### config.mk
export PLATFORM = sky130hd
export DESIGN_NAME = multi_input_debouncer_top
export DESIGN_NICKNAME = d
export VERILOG_FILES = /design/src/mid_pkg.sv /design/src/mid_chan.sv /design/src/multi_input_debouncer_top.sv
export SDC_FILE = /design/constraint.sdc
export NUM_CORES = 1
export LEC_CHECK = 0
export ABC_AREA = 1
export ABC_CLOCK_PERIOD_IN_PS = 2100
export CORE_MARGIN = 4
export CORE_UTILIZATION = 42
export DETAILED_ROUTE_END_ITERATION = 7
export DONT_BUFFER_PORTS = 1
export PLACE_DENSITY = 0.6
export REMOVE_ABC_BUFFERS = 1
export SETUP_SLACK_MARGIN = 0.3
export SYNTH_ARGS = -nofsm -noshare
export SYNTH_HDL_FRONTEND = slang
export SYNTH_SLANG_ARGS = --single-unit
### constraint.sdc
create_clock -name clk -period 2.1 [get_ports clk]
set_input_delay 0.105 -clock clk [delete_from_list [all_inputs] [get_ports clk]]
set_output_delay 0.105 -clock clk [all_outputs]
set_load 0.01 [all_outputs]
### src/mid_pkg.sv
// Shared types and constants of the multi-input debouncer.
// Used by mid_chan, multi_input_debouncer_top, mid_level_checker and the testbench; depends on nothing.
`default_nettype none

package mid_pkg;

	localparam int CHANNELS = 10;   // debounced channels, 1 to 32
	localparam int FIELD_W  = 10;   // width of raw_pins and stable_levels_out
	localparam int CNT_W    = 8;    // settle counter and settle time width
	localparam int MASK_W   = 10;   // normally-open mask register width
	localparam int ADDR_W   = 3;
	localparam int DATA_W   = 32;

	localparam logic [CNT_W-1:0] SETTLE_RESET = CNT_W'(4);

	typedef enum logic {
		FUNC_SAMPLE = 1'b0,
		FUNC_TICK   = 1'b1
	} func_t;

	typedef enum logic {
		REG_SETTLE_TIME = 1'b0,
		REG_NO_MASK     = 1'b1
	} reg_idx_t;

	// per-item control broadcast to every channel
	typedef struct packed {
		logic             upd;
		logic             tick;
		logic [CNT_W-1:0] settle_time;
	} chan_ctl_t;

	// channel level now and after the item in flight
	typedef struct packed {
		logic stable_q;
		logic stable_d;
	} chan_stat_t;

endpackage

`default_nettype wire

### src/mid_chan.sv
// One debounce channel: sampled level, settle counter and stable level.
// Depends on mid_pkg for the control and status structs.
`default_nettype none

module mid_chan (
	input  wire                       clk,
	input  wire                       arst_n,
	input  mid_pkg::chan_ctl_t        ctl,
	input  wire                       raw,
	input  wire                       no_bit,
	output mid_pkg::chan_stat_t       stat
);

	logic                      sampled_q;
	logic                      stable_q;
	logic [mid_pkg::CNT_W-1:0] cnt_q;

	logic                      changed;
	logic [mid_pkg::CNT_W-1:0] cnt_smp;
	logic                      settled;
	logic                      stable_d;
	logic                      cnt_adv;

	assign changed = raw != sampled_q;
	assign cnt_smp = changed ? '0 : cnt_q;
	assign settled = cnt_smp >= ctl.settle_time;
	// counter stops past the settle time and at its top value
	assign cnt_adv = (cnt_q <= ctl.settle_time) && (cnt_q != '1);

	always_comb begin
		stable_d = stable_q;
		if (ctl.upd && !ctl.tick && settled) begin
			stable_d = raw ^ no_bit;
		end
	end

	always_ff @(posedge clk or negedge arst_n) begin
		if (!arst_n) begin
			sampled_q <= 1'b0;
			stable_q  <= 1'b0;
			cnt_q     <= '0;
		end else if (ctl.upd) begin
			if (ctl.tick) begin
				if (cnt_adv) begin
					cnt_q <= cnt_q + mid_pkg::CNT_W'(1);
				end
			end else begin
				sampled_q <= raw;
				cnt_q     <= cnt_smp;
				stable_q  <= stable_d;
			end
		end
	end

	assign stat.stable_q = stable_q;
	assign stat.stable_d = stable_d;

endmodule

`default_nettype wire

### src/multi_input_debouncer_top.sv
// Top level of the multi-input debouncer: handshake, register port, result register.
// Depends on mid_pkg and mid_chan.
`default_nettype none

// Debounces a bank of channels, one settle counter each. A sample item (func 0)
// brings raw_pins; a channel whose level changed restarts its counter, and a channel
// whose counter has reached settle_time takes the sampled level (inverted where its
// normally_open_mask bit is set) as its stable level. A tick item (func 1) advances
// every counter up to one past settle_time. Each item returns stable_levels_out.
// One item is accepted every cycle while no result is held by result_stall; an item
// waits in the input register and its result is then presented from the result
// register. settle_time sits at byte address 0, normally_open_mask at 4.
module multi_input_debouncer_top (
	input  wire                          clk,
	input  wire                          arst_n,
	input  wire                          sample_valid,
	output logic                         sample_stall,
	input  wire                          func,
	input  wire  [mid_pkg::FIELD_W-1:0]  raw_pins,
	output logic                         result_valid,
	input  wire                          result_stall,
	output logic [mid_pkg::FIELD_W-1:0]  stable_levels_out,
	input  wire                          psel,
	input  wire                          penable,
	input  wire                          pwrite,
	input  wire  [mid_pkg::ADDR_W-1:0]   paddr,
	input  wire  [mid_pkg::DATA_W-1:0]   pwdata,
	output logic [mid_pkg::DATA_W-1:0]   prdata,
	output logic                         pready
);

	logic [mid_pkg::CNT_W-1:0]   settle_time_q;
	logic [mid_pkg::MASK_W-1:0]  no_mask_q;
	mid_pkg::reg_idx_t           reg_idx;

	logic                        item_valid_s1;
	mid_pkg::func_t              func_s1;
	logic [mid_pkg::FIELD_W-1:0] raw_s1;

	logic                        res_valid_s2;
	logic [mid_pkg::FIELD_W-1:0] res_levels_s2;

	logic                        adv;
	logic                        take;
	mid_pkg::chan_ctl_t          ctl;
	mid_pkg::chan_stat_t         stat [mid_pkg::CHANNELS];
	logic [mid_pkg::CHANNELS-1:0] stable_q_vec;
	logic [mid_pkg::CHANNELS-1:0] stable_d_vec;
	logic [mid_pkg::FIELD_W-1:0]  levels_d;

	// register port
	assign pready  = 1'b1;
	assign reg_idx = mid_pkg::reg_idx_t'(paddr[2]);

	always_ff @(posedge clk or negedge arst_n) begin
		if (!arst_n) begin
			settle_time_q <= mid_pkg::SETTLE_RESET;
			no_mask_q     <= '0;
		end else if (psel && penable && pwrite) begin
			unique case (reg_idx)
				mid_pkg::REG_SETTLE_TIME: settle_time_q <= pwdata[mid_pkg::CNT_W-1:0];
				mid_pkg::REG_NO_MASK:     no_mask_q     <= pwdata[mid_pkg::MASK_W-1:0];
				default: ;
			endcase
		end
	end

	always_comb begin
		prdata = '0;
		unique case (reg_idx)
			mid_pkg::REG_SETTLE_TIME: prdata = mid_pkg::DATA_W'(settle_time_q);
			mid_pkg::REG_NO_MASK:     prdata = mid_pkg::DATA_W'(no_mask_q);
			default: ;
		endcase
	end

	// advance the input register into the result register unless a result is held
	assign adv          = !res_valid_s2 || !result_stall;
	assign sample_stall = item_valid_s1 && !adv;
	assign take         = sample_valid && !sample_stall;

	always_ff @(posedge clk or negedge arst_n) begin
		if (!arst_n) begin
			item_valid_s1 <= 1'b0;
		end else if (take) begin
			item_valid_s1 <= 1'b1;
		end else if (adv) begin
			item_valid_s1 <= 1'b0;
		end
	end

	always_ff @(posedge clk) begin
		if (take) begin
			func_s1 <= mid_pkg::func_t'(func);
			raw_s1  <= raw_pins;
		end
	end

	assign ctl.upd         = item_valid_s1 && adv;
	assign ctl.tick        = func_s1 == mid_pkg::FUNC_TICK;
	assign ctl.settle_time = settle_time_q;

	for (genvar n = 0; n < mid_pkg::CHANNELS; n++) begin : g_chan
		logic raw_bit;
		logic no_bit;
		if (n < mid_pkg::FIELD_W) begin : g_pin
			assign raw_bit = raw_s1[n];
		end else begin : g_nopin
			assign raw_bit = 1'b0;
		end
		if (n < mid_pkg::MASK_W) begin : g_mask
			assign no_bit = no_mask_q[n];
		end else begin : g_nomask
			assign no_bit = 1'b0;
		end
		mid_chan u_chan (
			.clk    (clk),
			.arst_n (arst_n),
			.ctl    (ctl),
			.raw    (raw_bit),
			.no_bit (no_bit),
			.stat   (stat[n])
		);
		assign stable_q_vec[n] = stat[n].stable_q;
		assign stable_d_vec[n] = stat[n].stable_d;
	end

	for (genvar f = 0; f < mid_pkg::FIELD_W; f++) begin : g_field
		if (f < mid_pkg::CHANNELS) begin : g_used
			assign levels_d[f] = stable_d_vec[f];
		end else begin : g_unused
			assign levels_d[f] = 1'b0;
		end
	end

	always_ff @(posedge clk or negedge arst_n) begin
		if (!arst_n) begin
			res_valid_s2 <= 1'b0;
		end else if (adv) begin
			res_valid_s2 <= item_valid_s1;
		end
	end

	always_ff @(posedge clk) begin
		if (ctl.upd) begin
			res_levels_s2 <= levels_d;
		end
	end

	assign result_valid      = res_valid_s2;
	assign stable_levels_out = res_levels_s2;

`ifndef SYNTH
	a_stall_needs_item: assert property (@(posedge clk) disable iff (!arst_n)
		sample_stall |-> item_valid_s1 && res_valid_s2 && result_stall)
		else $error("input stalled with no item blocking it");

	a_upd_gives_result: assert property (@(posedge clk) disable iff (!arst_n)
		ctl.upd |=> result_valid)
		else $error("processed item produced no result");

	a_tick_keeps_levels: assert property (@(posedge clk) disable iff (!arst_n)
		ctl.upd && ctl.tick |=> stable_q_vec == $past(stable_q_vec))
		else $error("tick item changed stable levels");

	a_idle_no_change: assert property (@(posedge clk) disable iff (!arst_n)
		!ctl.upd |=> $stable(stable_q_vec))
		else $error("stable levels changed without an item");
`endif

endmodule

`default_nettype wire

==> metrics.txt <==
# TYPE chip_impl_metric gauge
chip_impl_metric{name="cellPowerDensity",unit="mW/mm2"} 893
chip_impl_metric{name="cts_hold_buf",unit=""} 24
chip_impl_info{name="timing.hold.worst.class",value="input port to asynchronous set/reset pin"} 1
chip_impl_info{name="crit-reg2reg-capture",value="stable_levels_out[0]"} 1
chip_impl_info{name="netlist_top_cells_area",value="sky130_fd_sc_hd__dfrtp_1 25%, sky130_fd_sc_hd__nand2_1 18%, sky130_fd_sc_hd__ha_1 18%"} 1
chip_impl_metric{name="power.ir.vdd_worst",unit="mV"} 0.510
chip_impl_metric{name="num_vias",unit=""} 11600
chip_impl_metric{name="timing.max_cap.violations",unit=""} 0
chip_impl_metric{name="antenna_cells_inserted",unit=""} 0
chip_impl_metric{name="timing.reg2reg.setup_slack",unit="ns"} -0.07
chip_impl_metric{name="worst_pin_slew",unit="ns"} 0.734
chip_impl_metric{name="design.portCount",unit=""} 98
chip_impl_metric{name="htreeDepth",unit=""} 4
chip_impl_metric{name="worst_path_setup_slack_after_routing",unit="ns"} -0.0728
chip_impl_metric{name="post_synth_instance_area",unit="mm2"} 0.0121
chip_impl_metric{name="ys_ff_latch",unit=""} 141
chip_impl_info{name="crit-reg2reg-launch",value="raw_s1[0]"} 1
chip_impl_info{name="post-synth-top-count-cell",value="sky130_fd_sc_hd__nand2_1"} 1
chip_impl_metric{name="floorplan_die_area",unit="mm2"} 0.0316
chip_impl_metric{name="std_cell_rows",unit=""} 61
chip_impl_metric{name="hpwlAfterDp",unit="um"} 22000
chip_impl_metric{name="drt-pass1-iter-count",unit=""} 5
chip_impl_metric{name="globalRouteOverflowTotal",unit=""} 0
chip_impl_metric{name="hold-worst-slack",unit="ns"} -0.632
chip_impl_metric{name="avgRoutedWirePerCell",unit="um"} 16.6
chip_impl_metric{name="finalWeightedCongestion",unit=""} 0.848
chip_impl_metric{name="final_core_occ",unit="%"} 58.1
chip_impl_metric{name="fin_tns_setup",unit="ns"} -0.124
chip_impl_metric{name="floorplan.die.height",unit="um"} 178
chip_impl_metric{name="cp_data_arrival_time",unit="ns"} 2.36
chip_impl_metric{name="floorplan.initialDensity",unit="%"} 43.1
chip_impl_metric{name="number_of_global_route_vias_before_repair",unit=""} 11400
chip_impl_metric{name="layout_worst_path_cycle_share",unit="%"} 103
chip_impl_metric{name="post_synth_fa_ha_maj_area_fraction",unit="%"} 17.6
chip_impl_info{name="yosys-top-cells-count",value="569 x sky130_fd_sc_hd__nand2_1, 175 x sky130_fd_sc_hd__inv_1, 170 x sky130_fd_sc_hd__ha_1"} 1
chip_impl_metric{name="antenna_violating_nets_left",unit=""} 0
chip_impl_metric{name="clk_transition_reported_paths",unit="ns"} 0.07
chip_impl_metric{name="r2r_cells",unit=""} 9
chip_impl_metric{name="antenna_found_initial",unit=""} 1
chip_impl_metric{name="p_leak",unit="nW"} 7.96
chip_impl_metric{name="synth_simple_gate_area_share",unit="%"} 32.5
chip_impl_metric{name="synthesis.yosys.warnings",unit=""} 0
chip_impl_metric{name="critPathRequiredTime",unit="ns"} 2.28
chip_impl_metric{name="comb_power_share",unit="%"} 49.7
chip_impl_metric{name="area_growth_syn_to_layout",unit="%"} 34.7
chip_impl_metric{name="numPortBuffers",unit=""} 0
chip_impl_metric{name="reported_net_switching_power",unit="W"} 0.00619
chip_impl_metric{name="drc_errors",unit=""} 0
chip_impl_metric{name="switching_part_of_the_total_power",unit="%"} 42.5
chip_impl_metric{name="grt_util_all_layers",unit="%"} 23.6
chip_impl_info{name="outcome",value="complete, but fails checks"} 1
chip_impl_metric{name="finalHoldViolCount",unit=""} 120
chip_impl_info{name="grt_setup_unrepaired",value="true"} 1
chip_impl_metric{name="drt_wl_total",unit="um"} 36800
chip_impl_info{name="failed_checks",value="negative hold slack, negative setup slack"} 1
chip_impl_metric{name="synth_compound_gate_area_share",unit="%"} 7.64
chip_impl_metric{name="slew_headroom",unit="%"} 50.9
chip_impl_info{name="yosys_most_used_dff",value="sky130_fd_sc_hd__dfrtp_1"} 1
chip_impl_metric{name="setup_viol",unit=""} 2
chip_impl_info{name="cts_tree",value="yes"} 1
chip_impl_metric{name="fin_nets",unit=""} 2053
chip_impl_metric{name="synthXorXnorAreaFrac",unit="%"} 3.67
chip_impl_metric{name="syn-instance-count",unit=""} 1704
chip_impl_metric{name="synth-async-reset-ratio",unit="%"} 85.1
chip_impl_metric{name="synth.area.mux_share",unit="%"} 0.186
chip_impl_metric{name="grt_first_pass_wirelength",unit="um"} 58800
chip_impl_info{name="setup.worst_path.start_class",value="flip-flop"} 1
chip_impl_metric{name="cts-buffers-inserted",unit=""} 17
chip_impl_metric{name="synth-edff-count",unit=""} 21
chip_impl_metric{name="flop_pwr_share",unit="%"} 29.1
chip_impl_metric{name="grt_max_degree",unit=""} 121
chip_impl_metric{name="timing_max_transition_violations_final",unit=""} 0
chip_impl_metric{name="preCtsSetupSlack",unit="ns"} -0.112
chip_impl_info{name="cts-root-buf",value="sky130_fd_sc_hd__clkbuf_16"} 1
chip_impl_metric{name="critPathMaxFanout",unit=""} 4
chip_impl_metric{name="count_of_routing_violations_after_the_opening_detailed_route_iteration",unit=""} 771
chip_impl_info{name="criticalPathCategory",value="flip-flop to flip-flop"} 1
chip_impl_metric{name="ys_seq_area_share",unit="%"} 30.0
chip_impl_info{name="combinational_family_with_the_most_area_after_synthesis",value="simple AND/OR/NAND/NOR gates"} 1
chip_impl_info{name="endpoint_kind",value="flip-flop"} 1
chip_impl_metric{name="max_freq",unit="MHz"} 460
chip_impl_metric{name="die_x",unit="um"} 178
chip_impl_metric{name="cts.sink_count",unit=""} 141
chip_impl_metric{name="final.setup_skew",unit="ns"} 0.0128
chip_impl_metric{name="yosysTopAreaCellShare",unit="%"} 24.6
chip_impl_metric{name="clock_power_share",unit="%"} 21.2
chip_impl_metric{name="power_total",unit="W"} 0.0146
chip_impl_metric{name="placeableCoreArea",unit="mm2"} 0.0281
chip_impl_metric{name="synth_area_per_cell",unit="um2"} 7.11
chip_impl_metric{name="power.internal",unit="W"} 0.00837
chip_impl_metric{name="shortest_clock_period_the_worst_path_allows_after_layout",unit="ns"} 2.17
chip_impl_metric{name="vias_per_cell",unit=""} 5.23
chip_impl_metric{name="clk_buf_depth",unit=""} 2
chip_impl_metric{name="final_layout_size_suffix_gt1_share",unit="%"} 27.2
chip_impl_metric{name="clock_latency",unit="ns"} 0.43
chip_impl_info{name="synth.largest_area_cell",value="sky130_fd_sc_hd__dfrtp_1"} 1
chip_impl_metric{name="synth_cell_types",unit=""} 38
## worst max-delay path, cell delays in order (launching register included)
cell,delay [ns]
sky130_fd_sc_hd__edfxtp_1,0.54
sky130_fd_sc_hd__xor2_4,0.31
sky130_fd_sc_hd__nor2_1,0.07
sky130_fd_sc_hd__ha_1,0.30
sky130_fd_sc_hd__nand2_2,0.09
sky130_fd_sc_hd__nor2_1,0.07
sky130_fd_sc_hd__nor3_2,0.23
sky130_fd_sc_hd__nand3_2,0.14
sky130_fd_sc_hd__nand3_2,0.11
sky130_fd_sc_hd__nand2_2,0.06
## what timing repair did
item,in CTS,in global routing
cloned,19,0
hold endpoints to repair,151,120
endpoints found under the setup margin,100,113
pin swaps,124,101
buffers inserted,29,12
gates resized for setup,261,148
## cells in the final DEF, fill, tap and decap left out, drive strengths merged, types with 20 or more instances in the layout
cell and instances:
nand2 597, inv 178, nor3 22, dfrtp 119, nand4 24, xor2 44
nor2 161, a21oi 84, buf 103, conb 23, clkbuf 20, edfxtp 21
dlygate4sd3 24, ha 170, nand3 129, o21ai 66
## power by group through the flow
| stage | Clock, W | Sequential, W | Combinational, W |
|---|---|---|---|
| floorplan | 0 | 0.00391 | 0.00354 |
| CTS | 0.00312 | 0.00420 | 0.00646 |
| detailed placement | 0 | 0.00406 | 0.00499 |
| finish | 0.00309 | 0.00423 | 0.00724 |
| global placement | 0 | 0.00405 | 0.00483 |
| global route | 0.00324 | 0.00432 | 0.00810 |
## layout make-up
cell class                      instances  area, um2
Inverter                              177        682
Sequential cell                       141       3640
Multi-Input combinational cell       1363       9360
Timing Repair Buffer                  130       1570
Tap cell                              378        473
Clock buffer                           20        479
Fill cell                            2522      11800
Clock inverter                         12        105
## per-stage QoR
step / cells / instance area [um2] / hold slack [ns]
2_1_floorplan: 1671 / 11800 / -0.191
3_3_place_gp: 2105 / 12900 / -0.181
3_5_place_dp: 2105 / 12900 / -0.181
4_1_cts: 2209 / 15600 / -0.634
5_1_grt: 2221 / 16300 / -0.649
6_report: 2221 / 16300 / -0.632
## state kept, by name (all words and copies together), names as in the netlist
name	flops
g_chan.u_chan.stable_q	10
result_valid	1
func_s1	1
g_chan.u_chan.sampled_q	10
settle_time_q	8
g_chan.u_chan.cnt_q	80
no_mask_q	10
raw_s1	10
stable_levels_out	10
item_valid_s1	1
## worst max path at each step
stage,startpoint,endpoint,slack (ns)
after global routing,raw_s1[0],stable_levels_out[0],-0.13
after global placement,raw_s1[0],stable_levels_out[0],-0.08
final,raw_s1[0],stable_levels_out[0],-0.07
after floorplan,func_s1,g_chan[0].u_chan.cnt_q[0],-0.96
after detailed placement,raw_s1[0],stable_levels_out[0],-0.11
after CTS,raw_s1[0],stable_levels_out[0],-0.03
## kinds of logic after synthesis
logic type / Yosys count
adders and majority gates: 170
and+or+nand+nor: 942
xor gates and xnor gates: 43
buffers and inverters: 231
AOI/OAI and AO/OA: 173
muxes: 2
DFF: 141
other: 2
## layer usage
metal	wire length, um	global-route usage [%]	vias up
met3	1760	3.22	73
met1	16400	31.3	5464
met5	12	0	-
met2	17500	39.3	302
met4	1170	8.83	2
li1	-	-	5777
Note: power is estimated with default switching activity, not from simulation.
